## src/hw/rtl/dwo_pkg.sv

```systemverilog
// Shared types and constants of the dual wavetable oscillator.
package dwo_pkg;

  // Number of entries in each table.
  localparam int TABLE_DEPTH = 2048;

  // Fixed-point formats of the phase, the samples and the crossfade weight.
  localparam int FRAC_BITS   = 16;
  localparam int SAMPLE_BITS = 16;
  localparam int MIX_BITS    = 16;

  // Widths of the configuration registers and of the request fields.
  localparam int STEP_W     = 27;
  localparam int SIZE_CFG_W = 12;
  localparam int MIX_CFG_W  = MIX_BITS + 1;
  localparam int CFG_DATA_W = 27;
  localparam int CFG_IDX_W  = 2;
  localparam int REQ_W      = 2;
  localparam int WADDR_W    = 11;

  // Reset value of the table size register, and the crossfade weight of one.
  localparam logic [SIZE_CFG_W-1:0] SIZE_RESET = 12'd2048;
  localparam logic [MIX_CFG_W-1:0]  MIX_ONE    = 17'h10000;

  // Request codes carried by req_type.
  typedef enum logic [REQ_W-1:0] {
    REQ_SAMPLE  = 2'd0,
    REQ_WRITE_A = 2'd1,
    REQ_WRITE_B = 2'd2
  } req_e;

  // Configuration register indexes.
  typedef enum logic [CFG_IDX_W-1:0] {
    CFG_PHASE_STEP = 2'd0,
    CFG_TABLE_SIZE = 2'd1,
    CFG_FADE_MIX   = 2'd2
  } cfg_idx_e;

  // Sequencer states of one sample request.
  typedef enum logic [1:0] {
    ST_IDLE,
    ST_INTERP,
    ST_MIX
  } state_e;

  // Stage enables from the sequencer to the arithmetic datapath.
  typedef struct packed {
    logic interp_en;
    logic mix_en;
  } blend_ctrl_t;

endpackage

```

## src/hw/rtl/dwo_blend.sv

```systemverilog
// Interpolation of both tables and the crossfade into the output sample.
module dwo_blend (
  input  logic                                   clk_i,
  input  dwo_pkg::blend_ctrl_t                   ctrl_i,
  input  logic [dwo_pkg::FRAC_BITS-1:0]          frac_i,
  input  logic [dwo_pkg::MIX_CFG_W-1:0]          mix_i,
  input  logic signed [dwo_pkg::SAMPLE_BITS-1:0] a0_i,
  input  logic signed [dwo_pkg::SAMPLE_BITS-1:0] a1_i,
  input  logic signed [dwo_pkg::SAMPLE_BITS-1:0] b0_i,
  input  logic signed [dwo_pkg::SAMPLE_BITS-1:0] b1_i,
  output logic signed [dwo_pkg::SAMPLE_BITS-1:0] sample_o
);
  import dwo_pkg::*;

  localparam int S = SAMPLE_BITS;

  logic signed [S-1:0] s1_q, s2_q, y_q;

  // Linear interpolation by the phase fraction, rounded toward minus infinity.
  function automatic logic signed [S-1:0] lerp_frac(input logic signed [S-1:0] a,
                                                    input logic signed [S-1:0] b,
                                                    input logic [FRAC_BITS-1:0] w);
    logic signed [S:0]             diff;
    logic signed [S+FRAC_BITS+1:0] prod;
    logic signed [S+FRAC_BITS+1:0] acc;
    diff = {b[S-1], b} - {a[S-1], a};
    prod = diff * $signed({1'b0, w});
    acc  = $signed({{2{a[S-1]}}, a, {FRAC_BITS{1'b0}}}) + prod;
    return acc[FRAC_BITS +: S];
  endfunction

  // Crossfade by a Q16 weight that may reach one, rounded toward minus infinity.
  function automatic logic signed [S-1:0] lerp_mix(input logic signed [S-1:0] a,
                                                   input logic signed [S-1:0] b,
                                                   input logic [MIX_CFG_W-1:0] w);
    logic signed [S:0]            diff;
    logic signed [S+MIX_BITS+2:0] prod;
    logic signed [S+MIX_BITS+2:0] acc;
    diff = {b[S-1], b} - {a[S-1], a};
    prod = diff * $signed({1'b0, w});
    acc  = $signed({{3{a[S-1]}}, a, {MIX_BITS{1'b0}}}) + prod;
    return acc[MIX_BITS +: S];
  endfunction

  // First stage: one interpolation per table from the freshly read entries.
  always_ff @(posedge clk_i) begin
    if (ctrl_i.interp_en) begin
      s1_q <= lerp_frac(a0_i, a1_i, frac_i);
      s2_q <= lerp_frac(b0_i, b1_i, frac_i);
    end
  end

  // Second stage: crossfade into the output register.
  always_ff @(posedge clk_i) begin
    if (ctrl_i.mix_en) begin
      y_q <= lerp_mix(s1_q, s2_q, mix_i);
    end
  end

  assign sample_o = y_q;

endmodule

```

## config.mk

```make
export PLATFORM = sky130hd
export DESIGN_NAME = dwo_blend
export DESIGN_NICKNAME = d
export VERILOG_FILES = /design/src/hw/rtl/dwo_pkg.sv /design/src/hw/rtl/dwo_blend.sv
export SDC_FILE = /design/constraint.sdc
export NUM_CORES = 2
export LEC_CHECK = 0
export BUFFER_PORTS_ARGS = -buffer_cell sky130_fd_sc_hd__buf_2
export CORE_MARGIN = 5
export CORE_UTILIZATION = 55
export DETAILED_ROUTE_END_ITERATION = 10
export PLACE_DENSITY = 0.72
export SLEW_MARGIN = 20
export SYNTH_ARGS = -nofsm -noshare
export SYNTH_HDL_FRONTEND = slang
export SYNTH_SLANG_ARGS = --single-unit
```

## constraint.sdc

```tcl
create_clock -name clk_i -period 29 [get_ports clk_i]
set_clock_uncertainty 0.2 [all_clocks]
set_input_delay 5.8 -clock clk_i [delete_from_list [all_inputs] [get_ports clk_i]]
set_output_delay 5.8 -clock clk_i [all_outputs]
set_load 0.05 [all_outputs]
```

==> results.md <==
* Status: completed
* # resized after CTS at 0
* XOR/XNOR share of the synthesized area at 0.02739
* Crit-path max FO at 16
* Period Utilization, post-route at 0.4964
* Synth Area in Simple Gates at 0.1574
* Share of layout cells above drive strength 1 at 0.05469
* IO buf count at ~120
* Global Route met3 Usage at 0.03865
* Adder-Cell Fraction of Synth Area at 0.5875
* CTS buffer count at 5
* Worst-Skew Late Latency at between 0.3 and 0.4 ns
* Max-slew headroom at 0.2743
* Synth top area share at 0.4631
* Area fraction in compound gates after synthesis at 0.06142
* Vias per cell at about 5.4
* Global route total overflow at 0
* Fin Setup TNS at 0 ns
* Max Freq at 69.47 MHz
* Synth cell types at 77
* Die ar. at a little under 70000 um^2
* DRT Pass-1 Iters at 6
* Met1 Use GR at 0.3278
* CTS tree: built
* Main combinational cell family by area after synthesis: adder cells
* Total routed wirelength at approximately 84000 um
* Crit path top cell by count: fa_1
* Max-Cap Viols at 0
* H-tree levels at 2
* Gr usage total at 0.2476
* Ys async rst share at 0
* Max Transition Viols Final at 0
* Root Buffer: clkbuf_16
* Initial Util at 0.5522
* Initial antenna violation count at 1
* RSZ-0062 raised after global routing: no
* GR Layer Usage met2 at 0.4314
* Remaining DRCs at 0
* Setup-failing EPs final at 0
* Synthesis Warnings at 0
* Core area at 64120 um^2
* Area contributors post-synth: fa_1 46%, ha_1 12%, inv_1 11%
* Most frequent cell after synthesis: inv_1
* Worst Path Required at around 29 ns
* # fillers at ~5700
* Vias in the first global route at roughly 28000
* Synth area leader: fa_1
* Detail Route Antenna Nets at 0
* Final min period at ~14 ns
* Io pins at about 120
* Post-CTS setup buffers at 0
* Crit path largest cell delay at around 0.85 ns
* Yosys reg bits at 48
* DRT iter0 DRCs at approximately 1700
* CP endpoint kind: register
* Slowest cell on crit path: o32ai_2
* Area grow syn2layout at 4.365%
* DIE WIDTH at around 260 um
* GR peak layer: met2
* Seq/Total Area, Yosys at 0.04071
* Synth Flop Type: edfxtp_1
* Worst Path Arrival at 14.23 ns
* Syn avg cell area at approximately 9.0 um^2
* Wire length per cell at 17.59 um
* Final hold vios at 0
* Vias at 25830
* Final nets at 5185
* Commonest cells post-synth: 999 x inv_1, 819 x fa_1, 463 x nand2_1, 352 x ha_1, 302 x and2_1
* Startpoint Class: primary input
* Post-Syn Area at between 30000 and 40000 um^2
* Gate count of the mapped netlist at 3916
* Worst-Margin Slew at approximately 1.1 ns
* Clock sinks at 48
* Reg clk slew, reported paths at about 0.060 ns
* Syn Nets at ~5200
* Placer Congestion at roughly 0.89
* EDFF count, synth at between 40 and 50
* CTS max path bufs at 2
* First-pass GRT wire length at roughly 140000 um
* Dpl hpwl at ~68000 um
* Die Y at ~260 um
* Largest net degree at the start of global routing at 38
* Mux share of post-synthesis cell area at 0.0002827
* Hold Crit Class: reg2reg
* Rows at slightly above 90
* Worst Setup Path Type: in2reg
* CTS Hold Bufs at 0
[logic make-up after synthesis]
family          after synthesis
simple gates               1118
mux                           1
xor+xnor                    109
flops                        48
fa+ha+maj                  1171
compound gates              300
buf+inv                    1169
[through the flow]
| stage | instance area (um^2) | setup slack [ns] | hold slack [ns] | utilization | instances |
|---|---|---|---|---|---|
| after floorplan | 35400 | 15.49 | 0.7842 | - | 3916 |
| final | 36950 | 14.60 | 0.8763 | 0.5763 | 4769 |
| after global placement | 36790 | 14.56 | 0.8992 | 0.5738 | 4762 |
| after global routing | 36950 | 14.10 | 0.9446 | 0.5762 | 4768 |
| after CTS | 36950 | 14.62 | 0.9009 | 0.5762 | 4768 |
| after detailed placement | 36790 | 14.34 | 0.8862 | 0.5738 | 4762 |
[sequential cells by signal (all words and copies together) (netlist names)]
name,count
sample_o,16
s2_q,16
s1_q,16
[worst paths after layout]
path | slack (ns) | endpoint | startpoint | cells after the start
max | 14.60 | s1_q[14] | a1_i[0] | 31
min reg2reg | 0.88 | sample_o[12] | s1_q[12] | 4
min | 0.88 | sample_o[12] | s1_q[12] | 4
max reg2reg | 19.83 | sample_o[14] | s1_q[0] | 31
[per-layer routing]
metal	vias up	wire, um
met5	-	10
met4	2	2223
met3	132	6056
met2	920	41500
met1	13080	34090
li1	11700	-
[final cells by class]
cell class / count / area (um^2) / share of cell area
Antenna cell: 1 / 2.502 / 0.00006773
Clock buffer: 5 / 125.1 / 0.003386
Clock inverter: 1 / 30.03 / 0.0008127
Inverter: 999 / 3750 / 0.1015
Multi-Input combinational cell: 2699 / 29610 / 0.8014
Sequential cell: 48 / 1441 / 0.03901
Tap cell: 855 / 1070 / 0.02895
Timing Repair Buffer: 161 / 920.9 / 0.02492
[critical path, delay by kind of cell]
| kind | cells | cell delay (ns) |
|---|---|---|
| simple gates | 3 | 0.63 |
| buf+inv | 6 | 0.59 |
| compound gates | 13 | 3.45 |
| fa+ha+maj | 9 | 3.74 |
[layout by cell type, fill, tap and decap left out, types with 29 or more instances in the layout]
cell	count
buf_4	46
buf_2	115
a21oi_1	76
ha_1	352
o211ai_1	35
edfxtp_1	48
o21ai_0	45
nor2_1	67
xnor2_1	75
fa_1	819
inv_1	999
nor2b_1	95
nand2_1	463
nand3_1	77
and2_1	302
nor3_1	29
Power is not shown: default switching activity piles up to over one toggle a cycle in this logic, so the estimate is an artifact.
