<file path="src/hw/rtl/dwo_pkg.sv">
// Shared types and constants of the dual wavetable oscillator.
package dwo_pkg;

  // Number of entries in each table.
  localparam int TABLE_DEPTH = 2048;

  // Fixed-point formats of the phase, the samples and the crossfade weight.
  localparam int FRAC_BITS   = 16;
  localparam int SAMPLE_BITS = 16;
  localparam int MIX_BITS    = 16;

  // Widths of the configuration registers and of the request fields.
  localparam int STEP_W     = 27;
  localparam int SIZE_CFG_W = 12;
  localparam int MIX_CFG_W  = MIX_BITS + 1;
  localparam int CFG_DATA_W = 27;
  localparam int CFG_IDX_W  = 2;
  localparam int REQ_W      = 2;
  localparam int WADDR_W    = 11;

  // Reset value of the table size register, and the crossfade weight of one.
  localparam logic [SIZE_CFG_W-1:0] SIZE_RESET = 12'd2048;
  localparam logic [MIX_CFG_W-1:0]  MIX_ONE    = 17'h10000;

  // Request codes carried by req_type.
  typedef enum logic [REQ_W-1:0] {
    REQ_SAMPLE  = 2'd0,
    REQ_WRITE_A = 2'd1,
    REQ_WRITE_B = 2'd2
  } req_e;

  // Configuration register indexes.
  typedef enum logic [CFG_IDX_W-1:0] {
    CFG_PHASE_STEP = 2'd0,
    CFG_TABLE_SIZE = 2'd1,
    CFG_FADE_MIX   = 2'd2
  } cfg_idx_e;

  // Sequencer states of one sample request.
  typedef enum logic [1:0] {
    ST_IDLE,
    ST_INTERP,
    ST_MIX
  } state_e;

  // Stage enables from the sequencer to the arithmetic datapath.
  typedef struct packed {
    logic interp_en;
    logic mix_en;
  } blend_ctrl_t;

endpackage

</file>
<file path="src/hw/rtl/dwo_phase.sv">
// Phase accumulator and table address generation.
module dwo_phase (
  input  logic                                      clk_i,
  input  logic                                      rst_ni,
  input  logic                                      advance_i,
  input  logic [dwo_pkg::STEP_W-1:0]                step_i,
  input  logic [$clog2(dwo_pkg::TABLE_DEPTH):0]     size_i,
  output logic [$clog2(dwo_pkg::TABLE_DEPTH)-1:0]   base_o,
  output logic [$clog2(dwo_pkg::TABLE_DEPTH)-1:0]   next_o,
  output logic [dwo_pkg::FRAC_BITS-1:0]             frac_o
);
  import dwo_pkg::*;

  localparam int AddrW = $clog2(TABLE_DEPTH);
  localparam int SizeW = AddrW + 1;
  localparam int PhW   = AddrW + FRAC_BITS;
  localparam int SpanW = PhW + 1;
  localparam int CmpW  = (STEP_W > SpanW) ? STEP_W : SpanW;

  logic [PhW-1:0]   phase_q, phase_d;
  logic [FRAC_BITS-1:0] frac_q;
  logic [SpanW-1:0] span;
  logic [SpanW-1:0] span_m1;
  logic [PhW-1:0]   phase_eff;
  logic [CmpW-1:0]  step_ext;
  logic [PhW-1:0]   step_c;
  logic [SpanW-1:0] sum;
  logic [SpanW-1:0] sum_wrap;
  logic [SizeW-1:0] base_inc;

  // Span of the table in phase units; a phase left beyond a shrunk table restarts at zero.
  always_comb begin
    span      = {size_i, {FRAC_BITS{1'b0}}};
    span_m1   = span - SpanW'(1);
    phase_eff = ({1'b0, phase_q} >= span) ? '0 : phase_q;
  end

  // Addresses of the entry pair and the fraction between them.
  always_comb begin
    base_o   = phase_eff[PhW-1:FRAC_BITS];
    base_inc = SizeW'(base_o) + SizeW'(1);
    next_o   = (base_inc >= size_i) ? '0 : base_inc[AddrW-1:0];
  end

  // Advance by the clamped step and wrap once at the span.
  always_comb begin
    step_ext = CmpW'(step_i);
    step_c   = (step_ext >= CmpW'(span)) ? span_m1[PhW-1:0] : step_ext[PhW-1:0];
    sum      = {1'b0, phase_eff} + {1'b0, step_c};
    sum_wrap = (sum >= span) ? (sum - span) : sum;
    phase_d  = sum_wrap[PhW-1:0];
  end

  always_ff @(posedge clk_i or negedge rst_ni) begin
    if (!rst_ni) begin
      phase_q <= '0;
    end else if (advance_i) begin
      phase_q <= phase_d;
    end
  end

  // The fraction travels alongside the memory read.
  always_ff @(posedge clk_i) begin
    if (advance_i) begin
      frac_q <= phase_eff[FRAC_BITS-1:0];
    end
  end

  assign frac_o = frac_q;

endmodule

</file>
<file path="config.mk">
export PLATFORM = sky130hd
export DESIGN_NAME = dwo_phase
export DESIGN_NICKNAME = d
export VERILOG_FILES = /design/src/hw/rtl/dwo_pkg.sv /design/src/hw/rtl/dwo_phase.sv
export SDC_FILE = /design/constraint.sdc
export NUM_CORES = 1
export LEC_CHECK = 0
export BUFFER_PORTS_ARGS = -buffer_cell sky130_fd_sc_hd__buf_2
export CORE_AREA = 2 2 119 121
export CTS_BUF_LIST = sky130_fd_sc_hd__clkbuf_4
export CTS_CLUSTER_SIZE = 12
export DETAILED_ROUTE_END_ITERATION = 8
export DIE_AREA = 0 0 121 123
export PLACE_DENSITY = 0.7
export RECOVER_POWER = 25
export SLEW_MARGIN = 20
export SYNTH_ARGS = -nofsm -noshare
export SYNTH_HDL_FRONTEND = slang
export SYNTH_SLANG_ARGS = --single-unit
export TNS_END_PERCENT = 100
</file>
<file path="constraint.sdc">
create_clock -name clk_i -period 14.9 [get_ports clk_i]
set_input_delay 0.745 -clock clk_i [delete_from_list [all_inputs] [get_ports clk_i]]
set_output_delay 0.745 -clock clk_i [all_outputs]
set_load 0.05 [all_outputs]
</file>
==> results of run 1 <==
[synthesized netlist by cell type, drive strengths merged, types with 4 or more instances]
cell type / number / area, um2
buf: 16 / 110
a21o: 20 / 150
and3: 10 / 63.8
a31oi: 13 / 81.3
nand4: 9 / 56.3
ha: 75 / 938
edfxtp: 16 / 480
mux2: 18 / 203
inv: 33 / 124
nor4: 12 / 75.1
a21oi: 37 / 185
nor3: 19 / 95.1
o31ai: 9 / 67.6
nand2: 22 / 82.6
o21bai: 5 / 37.5
or2: 22 / 138
nand3: 24 / 120
xnor2: 27 / 236
dfrtp: 27 / 676
nand2b: 6 / 37.5
a211o: 4 / 35.0
o21ai: 29 / 145
o21a: 9 / 67.6
nor2b: 33 / 206
a221o: 5 / 50.1
or4: 4 / 30.0
xor2: 16 / 140
nor2: 36 / 135
clkbuf: 18 / 67.6
or3: 5 / 31.3
[state kept, by name (all words and copies together) (netlist names)]
name     flops
frac_o      16
phase_q     27
[layer usage]
metal / GRT usage [%] / up-vias / part of all wire [%]
li1: - / 2422 / -
met1: 29.8 / 2320 / 48
met2: 34.2 / 146 / 45
met3: 2.95 / 17 / 5.0
met4: 4.65 / 0 / 1.8
met5: 0 / - / 0
[stage by stage]
step                      cell area, um2  std cells
final                               5880        862
after detailed placement            5800        854
after global routing                5880        862
after CTS                           5880        862
after global placement              5800        854
after floorplan                     5340        626
[placed cells by master (no fill, tap or decap), types with 4 or more instances in the layout]
cell type  instances
nand3_1           24
o31ai_1            9
nor4_1            12
inv_1             33
and3_1             9
or4_1              4
xnor2_1           27
a211o_1            4
buf_2             77
ha_1              75
nor3_1            19
dfrtp_1           27
nor2b_1           33
a21oi_1           37
o21a_1             9
or3_1              5
a31oi_1           13
o21ai_0           28
nand4_1            9
nand2_1           22
clkbuf_4           5
edfxtp_1          16
xor2_1            16
o21bai_1           5
nor2_1            35
mux2_2            18
a221o_1            5
a21o_1            20
nand2b_1           6
or2_2             22
[worst max-delay path: cells and delay by family]
kind | cells | cell delay [ns]
AO/OA/AOI/OAI | 13 | 2.82
XOR/XNOR | 1 | 0.17
adder cells (fa/ha/maj) | 4 | 1.33
buffers and inverters | 2 | 0.23
AND/OR/NAND/NOR | 10 | 3.30
[area by class of cell]
cell class	instances	share of cell area, %
clock buffers	5	0.638
clock inverters	3	0.745
inverters	33	2.11
multi-input cells	516	66.0
flip-flops and latches	43	19.7
well taps	180	3.83
repair buffers	82	7.06
[worst min-delay path by stage]
stage                     depth (start not counted)     endpoint  startpoint  slack, ns
after floorplan                                   0   phase_q[0]      rst_ni       0.45
after global placement                            2   phase_q[3]  phase_q[3]       0.49
after detailed placement                          2   phase_q[3]  phase_q[3]       0.49
after CTS                                         1  phase_q[11]      rst_ni       0.43
after global routing                              1   phase_q[4]  phase_q[4]       0.54
final                                             1   phase_q[4]  phase_q[4]       0.52
[cell families (layout without fill, tap and decap cells)]
| logic type | after synthesis | in the layout | share of synthesized area (%) |
|---|---|---|---|
| simple gates | 215 | 215 | 22.4 |
| buf+inv | 67 | 123 | 5.65 |
| fa+ha+maj | 77 | 77 | 18.3 |
| flops | 43 | 43 | 21.7 |
| compound gates | 161 | 161 | 20.7 |
| xor+xnor | 43 | 43 | 7.06 |
| mux | 20 | 20 | 4.17 |
==> results.yml, run 1 <==
sta:
  layout_setup_ws_ns: 6.56
  hold_slack_ns: 0.520
  timing_max_transition_violations_final: 70
  setup-violations-final: 0
  slew_headroom_pct: -40.5
  final.period_utilization_pct: 56.0
  finalClockSkew_ns: 0.0133
  grt_setup_unrepaired: "false"
  tightest_slew_ns: 2.11
  fin_tns_setup_ns: 0
  report.final.hold_viol_count: 0
  timing.fmax_mhz: 120
  final_period_minus_worst_setup_slack_ns: 8.34
critical_path:
  critPathKind: "primary input to register"
  worstSetupStartpoint: "size_i[0]"
  r2r-start: "phase_q[23]"
  timing.critical_path.slowest_stage_cell: "or4b_2"
  startpoint_type: "primary input"
  path_common_cell: "ha_1"
  timing.critical_path.to_type: "register"
  worst_setup_path_endpoint: "phase_q[26]"
  reg2reg_depth: 29
  regToRegEndpoint: "phase_q[26]"
  arrival_ns: 8.62
  worst_path_largest_cell_delay_ns: 0.65
  setup.reg_to_reg.worst_slack_ns: 7.03
  worst-path-max-fanout: 11
  worstPathRequired_ns: 15.18
clock_network:
  cts_buffer_depth: 2
  clkSlewWorstSetupHoldPaths_ns: 0.15
  cts_max_level: 2
  postCtsSetupRepairBufs: 0
  cts_resized: 0
  clk_root_buffer_cell: "clkbuf_4"
  clk-insertion-delay-late_ns: 0.37
  cts_hold_buf: 0
  cts_buffers: 5
  cts_tree: "yes"
  sinks_on_the_clock_net: 43
die:
  core.rowCount: 43
  fp.coreArea_um2: 13600
  io_pins: 80
  initial_core_util_pct: 39.2
  die_w_um: 121
  die_area_um2: 14900
  dieHeight_um: 123
cells_and_area:
  final_nets: 800
  area_growth_syn_to_layout_pct: 10.2
  multi_input_comb_area_um2: 3880
  filler_cell_count: 1344
  final_layout_size_suffix_gt1_share_pct: 20.5
  utilization_pct: 43.2
  insertedDiodeCount: 0
  seqCellArea_um2: 1160
route:
  average_vias_per_placed_instance: 5.69
  dr.first_iter.drc_count: 378
  antenna_left: 0
  detail_route.wl_per_cell_um: 18.0
  number_of_vias_after_detailed_routing: 4905
  wirelength_um: 15600
  number_of_detailed_routing_iterations_run_before_antenna_repair: 6
  remaining_drc_errors: 0
place:
  gp_routability_congestion: 0.993
  hpwlAfterDp_um: 12400
  dp_slack_ns: 6.25
  placement.io_buffers: 79
job:
  maxCapViolCount: 2
synth:
  netlist_area_um2: 5340
  synthesis.instances: 626
  postSynthRegisterBits: 43
  avgSynthCellArea_um2: 8.52
  yosysWarnings: 0
  synth-edff-count: 16
  synth.distinct_cells: 66
  synthesis.nets: 745
  yosys_most_used_dff: "dfrtp_1"
  synth.yosys.seq_area_share_pct: 21.7
  asyncSetResetFlopFracSynth_pct: 62.8
grt:
  gr-usage-all-layers_pct: 21.1
  number_of_global_route_vias_before_repair: 4616
  grt_max_degree: 42
  grt_first_pass_wirelength_um: 24800
  grt.overflow.total: 0
  grt_antenna_before_repair: 0
outcome:
  result_of_the_run: "finished, violations left"
  violations: "max-capacitance violations, max-slew violations"
hold_path:
  hp-class: "register to register"
Power of run 1 is left out: the tool's default activity adds up to more than one toggle a clock period on the data nets, which glitch-free logic cannot reach.
==> inputs of run 2 (changes only) <==
Settings changed: ABC_AREA set to 1, CORE_AREA 2 2 119 121 to 2 2 125 127, DIE_AREA 0 0 121 123 to 0 0 127 129, PLACE_DENSITY 0.7 to 0.72.
Clock period 14.9 ns to 7.2 ns, I/O delays scaled along.
==> run 2 against run 1 <==
  * The run still ends with max-capacitance violations, max-slew violations left
  * Non-clock buffer count decreased by 3
  * Die area increased by 10%
  * First-iteration DRC count increased by 87%
  * Critical endpoint is now phase_q[16]
==> results.yml, run 2 <==
sta:
  report.final.hold_viol_count: 0
  hold_slack_ns: 0.341
  fin_tns_setup_ns: 0
  final.period_utilization_pct: 91.0
  tightest_slew_ns: 1.95
  finalClockSkew_ns: 0.0146
  timing.fmax_mhz: 153
  setup-violations-final: 0
  final_period_minus_worst_setup_slack_ns: 6.56
  timing_max_transition_violations_final: 73
  layout_setup_ws_ns: 0.644
  slew_headroom_pct: -29.9
  grt_setup_unrepaired: "false"
clock_network:
  clkSlewWorstSetupHoldPaths_ns: 0.14
  clk_root_buffer_cell: "clkbuf_4"
  clk-insertion-delay-late_ns: 0.36
  postCtsSetupRepairBufs: 0
  cts_max_level: 2
  cts_resized: 0
  cts_tree: "yes"
  cts_buffers: 5
  cts_buffer_depth: 2
  sinks_on_the_clock_net: 43
  cts_hold_buf: 0
critical_path:
  setup.reg_to_reg.worst_slack_ns: 1.20
  path_common_cell: "nand3_1"
  critPathKind: "primary input to register"
  arrival_ns: 6.80
  timing.critical_path.slowest_stage_cell: "nor4_1"
  worst-path-max-fanout: 24
  worstPathRequired_ns: 7.44
  startpoint_type: "primary input"
  timing.critical_path.to_type: "register"
  worst_path_largest_cell_delay_ns: 0.57
die:
  fp.coreArea_um2: 15000
  dieHeight_um: 129
  die_area_um2: 16400
  io_pins: 80
  die_w_um: 127
  core.rowCount: 45
  initial_core_util_pct: 39.7
grt:
  grt_first_pass_wirelength_um: 28400
  gr-usage-all-layers_pct: 21.8
  grt.overflow.total: 0
  grt_antenna_before_repair: 0
  number_of_global_route_vias_before_repair: 5516
  grt_max_degree: 45
cells_and_area:
  final_nets: 1118
  insertedDiodeCount: 0
  filler_cell_count: 1597
  mostFrequentLayoutCells: "nand2_1 (233), inv_1 (156), nor2_1 (102), nand3_1 (83), buf_2 (77)"
  largest_reg_flops: 27
  area_growth_syn_to_layout_pct: 9.39
  layout.cells.most_common: "nand2_1"
  utilization_pct: 43.5
  final_layout_size_suffix_gt1_share_pct: 12.3
  registers.top_by_ff_count: "phase_q"
synth:
  synth_common_cells: "nand2_1 (233), inv_1 (156), nor2_1 (102)"
  synth.distinct_cells: 46
  synth-edff-count: 16
  yosysWarnings: 0
  asyncSetResetFlopFracSynth_pct: 62.8
  avgSynthCellArea_um2: 6.35
  synth.yosys.seq_area_share_pct: 19.4
  synthesis.instances: 937
  yosys_most_used_dff: "dfrtp_1"
  synthesis.nets: 1056
  synth.top_cells.by_area: "ha_1 (16%), nand2_1 (15%), dfrtp_1 (11%), inv_1 (9.8%), edfxtp_1 (8.1%)"
  postSynthRegisterBits: 43
  yosysTopAreaCell: "ha_1"
  netlist_area_um2: 5950
  synth_most_common_cell: "nand2_1"
  area_share_of_the_largest_cell_type_after_synthesis_pct: 15.8
job:
  maxCapViolCount: 2
route:
  number_of_detailed_routing_iterations_run_before_antenna_repair: 5
  remaining_drc_errors: 0
  antenna_left: 0
  number_of_vias_after_detailed_routing: 6140
  wirelength_um: 17800
  detail_route.wl_per_cell_um: 15.0
  average_vias_per_placed_instance: 5.17
  dr.first_iter.drc_count: 705
place:
  hpwlAfterDp_um: 15100
  dp_slack_ns: 0.376
  gp_routability_congestion: 0.978
  placement.io_buffers: 79
outcome:
  result_of_the_run: "finished, violations left"
  violations: "max-capacitance violations, max-slew violations"
hold_path:
  hp-class: "primary input to async pin"
[run 2: logic make-up after synthesis]
group,synth area share (%)
buf+inv,12.5
xor+xnor,3.80
fa+ha+maj,16.4
flops,19.4
simple gates,36.0
compound gates,11.8
[run 2: routing by layer]
metal | vias to the layer above | track usage (%) | part of all wire, %
li1 | 3164 | - | -
met1 | 2740 | 32.2 | 47
met2 | 214 | 34.7 | 44
met3 | 22 | 1.87 | 6.7
met4 | 0 | 5.04 | 1.9
met5 | - | 0 | 0
[run 2: final cells by class]
cell class	instances	area [um2]	area share, %
Multi-Input combinational cell	711	4050	62.2
Inverter	159	597	9.16
Clock inverter	3	43.8	0.672
Clock buffer	5	37.5	0.576
Tap cell	188	235	3.61
Timing Repair Buffer	79	393	6.03
Sequential cell	43	1160	17.8
[run 2: critical path: cells and delay by family]
family          cells  cell delay, ns
xor+xnor            1            0.30
simple gates       24            4.10
compound gates      1            0.11
buf+inv             6            0.83
fa+ha+maj           3            1.08
[run 2: worst paths after layout]
check                         endpoint        start  cells after the start
setup / recovery           phase_q[16]   size_i[10]                     35
hold / removal              phase_q[1]       rst_ni                      1
setup reg to reg           phase_q[16]  phase_q[23]                     27
hold reg to reg             phase_q[3]   phase_q[3]                      2
max in group asynchronous  phase_q[20]       rst_ni                      1
min in group clk_i          phase_q[3]   phase_q[3]                      2
[run 2: stage by stage]
stage / std cells / cell area, um2
finish: 1188 / 6510
detailed placement: 1180 / 6430
global route: 1188 / 6510
floorplan: 937 / 5950
CTS: 1188 / 6520
global placement: 1180 / 6430
Power of run 2 is left out for the same reason.
